[src/hw/rtl/pte_pkg.sv]
`default_nettype none
package pte_pkg;

    localparam int PTE_MAX_VARS    = 64;
    localparam int PTE_MAX_ENTRIES = 1024;
    localparam int PTE_LEVEL_BITS  = 32;

    localparam int OP_W      = 3;
    localparam int VAR_W     = 6;
    localparam int VALUE_W   = 10;
    localparam int AMOUNT_W  = 32;
    localparam int DSZ_W     = 11;
    localparam int OUT_W     = 32;
    localparam int STATUS_W  = 2;
    localparam int CFG_IDX_W = 2;
    localparam int CFG_W     = 32;
    localparam int DECAY_W   = 17;

    typedef enum logic [OP_W-1:0] {
        OP_DEFINE    = 3'd0,
        OP_FILL      = 3'd1,
        OP_READ      = 3'd2,
        OP_ADD       = 3'd3,
        OP_EVAPORATE = 3'd4,
        OP_EXTREMES  = 3'd5
    } t_op;

    localparam logic [STATUS_W-1:0] ST_OK    = 2'd0;
    localparam logic [STATUS_W-1:0] ST_RANGE = 2'd1;
    localparam logic [STATUS_W-1:0] ST_FULL  = 2'd2;

    localparam logic [CFG_IDX_W-1:0] CFG_MIN_LEVEL = 2'd0;
    localparam logic [CFG_IDX_W-1:0] CFG_MAX_LEVEL = 2'd1;
    localparam logic [CFG_IDX_W-1:0] CFG_DECAY     = 2'd2;

    localparam logic [CFG_W-1:0]   MIN_LEVEL_RST = 32'd655;
    localparam logic [CFG_W-1:0]   MAX_LEVEL_RST = 32'd6553600;
    localparam logic [DECAY_W-1:0] DECAY_RST     = 17'd62259;
    localparam logic [DECAY_W-1:0] DECAY_ONE     = 17'd65536;

    typedef enum logic [2:0] {
        S_IDLE,
        S_DECODE,
        S_DEFINE,
        S_CALC,
        S_LVL_RD,
        S_RMW,
        S_SWEEP,
        S_DRAIN
    } t_state;

    typedef struct packed {
        logic capture;
        logic sweep_init;
        logic sweep_step;
        logic calc;
        logic define;
        logic rmw;
        logic finish;
    } t_cmd;

    typedef struct packed {
        logic [OP_W-1:0] op;
        logic            sweep_done;
        logic            pipe_empty;
    } t_stat;

endpackage
`default_nettype wire

[src/hw/rtl/pte_ctrl.sv]
`default_nettype none
module pte_ctrl
    import pte_pkg::*;
(
    input  wire logic  i_clk,
    input  wire logic  i_rst_n,
    input  wire logic  i_start,
    input  wire t_stat i_stat,
    output t_cmd       o_cmd,
    output logic       o_busy
);

    t_state r_state;
    t_state n_state;

    always_ff @(posedge i_clk) begin
        if (!i_rst_n) begin
            r_state <= S_IDLE;
        end else begin
            r_state <= n_state;
        end
    end

    always_comb begin
        n_state = r_state;
        o_cmd   = '0;
        unique case (r_state)
            S_IDLE: begin
                if (i_start) begin
                    o_cmd.capture = 1'b1;
                    n_state       = S_DECODE;
                end
            end
            S_DECODE: begin
                unique case (i_stat.op) inside
                    OP_DEFINE: begin
                        n_state = S_DEFINE;
                    end
                    OP_READ, OP_ADD: begin
                        n_state = S_CALC;
                    end
                    OP_FILL, OP_EVAPORATE, OP_EXTREMES: begin
                        o_cmd.sweep_init = 1'b1;
                        n_state          = S_SWEEP;
                    end
                    default: begin
                        o_cmd.finish = 1'b1;
                        n_state      = S_IDLE;
                    end
                endcase
            end
            S_DEFINE: begin
                o_cmd.define = 1'b1;
                o_cmd.finish = 1'b1;
                n_state      = S_IDLE;
            end
            S_CALC: begin
                o_cmd.calc = 1'b1;
                n_state    = S_LVL_RD;
            end
            S_LVL_RD: begin
                n_state = S_RMW;
            end
            S_RMW: begin
                o_cmd.rmw    = 1'b1;
                o_cmd.finish = 1'b1;
                n_state      = S_IDLE;
            end
            S_SWEEP: begin
                if (i_stat.sweep_done) begin
                    n_state = S_DRAIN;
                end else begin
                    o_cmd.sweep_step = 1'b1;
                end
            end
            S_DRAIN: begin
                // wait for the last write-back or compare to land
                if (i_stat.pipe_empty) begin
                    o_cmd.finish = 1'b1;
                    n_state      = S_IDLE;
                end
            end
            default: begin
                n_state = S_IDLE;
            end
        endcase
    end

    assign o_busy = (r_state != S_IDLE);

    a_finish_to_idle: assert property (@(posedge i_clk) disable iff (!i_rst_n)
        o_cmd.finish |=> (r_state == S_IDLE))
        else $error("controller did not return to idle after result");

    a_idle_holds: assert property (@(posedge i_clk) disable iff (!i_rst_n)
        (r_state == S_IDLE && !i_start) |=> (r_state == S_IDLE))
        else $error("controller left idle without a start");

    a_step_only_in_sweep: assert property (@(posedge i_clk) disable iff (!i_rst_n)
        o_cmd.sweep_step |-> (r_state == S_SWEEP && !i_stat.sweep_done))
        else $error("sweep step issued outside an active sweep");

endmodule
`default_nettype wire

[config.mk]
export PLATFORM = sky130hd
export DESIGN_NAME = pte_ctrl
export DESIGN_NICKNAME = d
export VERILOG_FILES = /design/src/hw/rtl/pte_pkg.sv /design/src/hw/rtl/pte_ctrl.sv
export SDC_FILE = /design/constraint.sdc
export NUM_CORES = 1
export LEC_CHECK = 0
export BUFFER_PORTS_ARGS = -buffer_cell sky130_fd_sc_hd__buf_4
export CAP_MARGIN = 5
export CORE_AREA = 2 2 39 41
export DETAILED_ROUTE_END_ITERATION = 10
export DIE_AREA = 0 0 41 43
export SYNTH_ARGS = -nofsm -noshare
export SYNTH_HDL_FRONTEND = slang
export SYNTH_SLANG_ARGS = --single-unit
[constraint.sdc]
create_clock -name i_clk -period 4 [get_ports i_clk]
set_input_delay 0.2 -clock i_clk [delete_from_list [all_inputs] [get_ports i_clk]]
set_output_delay 0.2 -clock i_clk [all_outputs]
set_load 0.01 [all_outputs]
Word-level counts from Yosys, hierarchy flattened. Cells that the tools add are included.

Logic and storage cells: 41. Output and inout bits: 8. Input bits: 8. Bits in registers: 3.

Muxes and demuxes: 17. Reduce and logical (&&, ||, !) cells: 8. Equality and inequality tests: 15.

Operators with widths (count): case mux 3 bit (7 select lines) (1); == test 3 bit, second input constant (6); == test 3 x 2 -> 1 bit, second input constant (4); two-way mux 1 bit (11); two-way mux 3 bit (3); case mux 3 bit (3 select lines) (1); == test 3 x 1 -> 1 bit, second input constant (2); zero test 3 bit (2); inequality test 2 bit, second input constant (3); OR reduction 6 bit (1); OR reduction 2 bit (2); case mux 1 bit (3 select lines) (1); AND reduction 3 bit (1); nonzero test 3 bit (1); OR reduction 3 bit (1).

Longest topological paths before layout.
Depth after elaboration: 4. Depth in mapped cells: 4. Mapped depth without buffers: 3.

Worst setup path after synthesis. No wires, ideal clock.

Path kind: reg2reg. Start point: register r_state[2]. End point: register r_state[0]. Stages on the path, launching flop included: 5. Setup slack: 2.734 ns. Library setup time: 0.119 ns. Required time: 3.881 ns. Buffers on the path: 1. Clock period less this slack: 1.266 ns. Arrival time: 1.147 ns. Cells stage by stage: dfxtp_1 buf_6 or3_4 and2_0 o221a_1.

Word-level cells in the longest chain between the ends: 3. Elaborated cells between the ends (all ways): 14. Those cells by class: eq/ne (10); mux (1); reduce/logical (3).

RTL lines: start: declaration (line pte_ctrl.sv:13) `t_state r_state;`; start signal: assignment (line pte_ctrl.sv:20) `r_state <= n_state;`; == test 3 bit (tied with other cells) (line pte_ctrl.sv:27) `unique case (r_state)`; OR reduction 2 bit (no source line) or inequality test 2 bit (tied branches); case mux 3 bit (7 select lines) or AND reduction 3 bit (tied branches).

Several ways; a longest one is shown, not always the timed one. A chain may end at the register's enable or synchronous reset.

==> impl_metrics.py <==
metrics = {
    "status": {
        "status": "completed",
    },
    "clock_network": {
        "ctsResizeCount": 0,
        "cts_sinks": 3,
        "numCtsBuffers": 3,
        "cts_tree": "yes",
        "clock-root-buffer": "clkbuf_4",
        "postCtsSetupBuffers": 0,
        "clk_pin_slew_ns": 0.03,
        "h-tree-depth": 1,
        "cts-hold-fix-buffers": 0,
        "cts_buffer_depth": 2,
        "insertion_delay_ns": 0.23,
    },
    "critical_path": {
        "r2r-end": "r_state[0]",
        "criticalPathCategory": "reg -> out",
        "worst-r2r-setup-slack_ns": 2.67,
        "max_stage_delay_ns": 0.50,
        "worst-r2r-cell-count": 3,
        "crit_required_ns": 3.80,
        "crit_path_end_kind": "output port",
        "start_kind": "register",
        "crit_fanout": 11,
        "r2r_start": "r_state[1]",
        "critical-path-slowest-cell": "dfxtp_1",
        "worstPathArrival_ns": 1.34,
        "critical_path.cell_chain": "nand2b_1 -> nor4_2 -> buf_4",
    },
    "placement": {
        "placed_area_um2": 398,
        "dpl_worst_slack_ns": 2.68,
        "place_hpwl_um": 507,
        "port_buffers": 15,
        "placed_cells": 64,
        "place_congestion": 0.785,
    },
    "sta": {
        "tns_ns": 0,
        "rsz0062_at_grt": "no",
        "period_share_pct": 38.6,
        "tightest_slew_ns": 0.377,
        "fin_crit_ns": 1.54,
        "hold_violations": 0,
        "clock_skew_ns": 0.00137,
        "max_slew_margin_pct": 74.8,
        "fmax_mhz": 648,
        "worst_slack_ns": 2.46,
        "whs_ns": 0.236,
        "drv_slew": 0,
        "setup_viol": 0,
    },
    "synth": {
        "yosysSeqAreaShare_pct": 21.0,
        "yosys_warnings": 0,
        "ys_ff_latch": 3,
        "syn_nets": 44,
        "synth_top_area_cell": "dfxtp_1",
        "synth_cells": 36,
        "syn_area_per_cell_um2": 7.96,
        "synth.cell_area_um2": 287,
        "synth.area.top_cells": "dfxtp_1 (21%), or3_4 (7.9%), nand2b_1 (6.6%), nor2_1 (5.2%), nor4_2 (4.4%)",
        "synth_top_area_share_pct": 21.0,
        "synth.distinct_cells": 24,
    },
    "cells_and_area": {
        "final_cell_mix": "buf_4 (15), nor2_1 (4), nand2b_1 (3), clkbuf_4 (3), dfxtp_1 (3)",
        "largest_reg_flops": 3,
        "stdcell_count": 68,
        "n_antenna_cell": 0,
        "fin_nets": 61,
        "mostFrequentLayoutCell": "buf_4",
        "drive_above_1_share_pct": 42.3,
        "reg_top3": "r_state (3)",
        "top_register": "r_state",
        "fin_area_um2": 424,
        "area_delta_synth_final_pct": 48.0,
        "utilization_pct": 30.7,
    },
    "power": {
        "p_sw_mw": 0.0865,
        "seq_power_share_pct": 27.4,
        "p_int_mw": 0.143,
        "clock_power_share_pct": 22.8,
        "power_density_mw_per_mm2": 542,
        "total_power_mw": 0.230,
        "switching_share_pct": 37.6,
        "p_leak_nw": 0.198,
        "comb_power_share_pct": 49.8,
        "vdd_ir_drop_max_v": 0.000262,
    },
    "grt": {
        "grt_pass1_vias": 264,
        "grt_max_degree": 12,
        "antenna_found_initial": 0,
        "grt_use_total_pct": 8.73,
        "grt_overflow": 0,
        "grt_first_pass_wirelength_mm": 1.06,
    },
    "run": {
        "cap_violations": 0,
    },
    "route": {
        "wl_um": 669,
        "first_pass_iters": 1,
        "viasPerCell": 4.56,
        "drtIter0Drc": 0,
        "wl_per_cell_um": 9.84,
        "drc_errors": 0,
        "num_vias": 310,
        "ant_nets": 0,
    },
    "worst_hold_path": {
        "min_from": "i_rst_n",
        "hold_end": "r_state[2]",
        "hold_path.class": "in -> reg",
        "hold_path_depth": 2,
    },
    "floorplanning": {
        "rows": 14,
        "dieArea_mm2": 0.00176,
        "start_util_pct": 20.7,
        "die_h_um": 43,
        "fp.dieW_um": 41,
        "fp.coreArea_mm2": 0.00138,
        "ios": 16,
    },
}
## layout make-up
type	count	area (um^2)
Fill cell	157	960
Clock buffer	4	26.3
Timing Repair Buffer	15	113
Multi-Input combinational cell	28	198
Tap cell	16	20.0
Sequential cell	3	60.1
Inverter	2	7.51
## routing by layer
layer	global-route usage, %	share of wire, %
met1	14.1	52
met2	9.69	38
met5	0	0
met3	4.71	10
met4	2.00	0
## power groups by stage
| stage | Combinational [mW] | Clock (mW) | Sequential [mW] |
|---|---|---|---|
| 2_1_floorplan | 0.0985 | 0 | 0.0426 |
| 3_3_place_gp | 0.116 | 0 | 0.0633 |
| 3_5_place_dp | 0.116 | 0 | 0.0628 |
| 4_1_cts | 0.116 | 0.0556 | 0.0627 |
| 5_1_grt | 0.127 | 0.0584 | 0.0672 |
| 6_report | 0.114 | 0.0525 | 0.0629 |
## cells by family after synthesis
logic type,Yosys count,share of synthesized area (%)
buf+inv,5,10.0
compound gates,11,30.6
simple gates,17,38.4
flops,3,21.0
## cells in the mapped netlist
master and count:
a211oi_1 1, a21o_1 1, a21oi_1 2, and2_0 1
and3_2 1, buf_2 2, buf_6 1, dfxtp_1 3
inv_1 2, nand2_1 2, nand2b_1 3, nand3b_1 1
nor2_1 4, nor3_1 1, nor3b_1 1, nor4_2 1
o21a_1 1, o21ba_1 1, o221a_1 1, o22ai_1 1
o2bb2ai_1 1, o311a_1 1, o31a_1 1, or3_4 2
## worst max path at each step
stage | start | to | slack [ns] | cells past startpoint
3_3_place_gp | r_state[1] | r_state[0] | 2.67 | 3
4_1_cts | r_state[0] | o_cmd[5] | 2.45 | 3
5_1_grt | r_state[0] | o_cmd[5] | 2.32 | 3
6_report | r_state[0] | o_cmd[5] | 2.46 | 3
3_5_place_dp | r_state[1] | r_state[0] | 2.68 | 3
2_1_floorplan | r_state[2] | r_state[0] | 2.73 | 4
## critical path, delay by kind of cell (launching register included)
family / cells / cell delay, ns
and+or+nand+nor: 2 / 0.44
buffers and inverters: 1 / 0.18
DFF: 1 / 0.50
(Power assumes the default switching activity.)
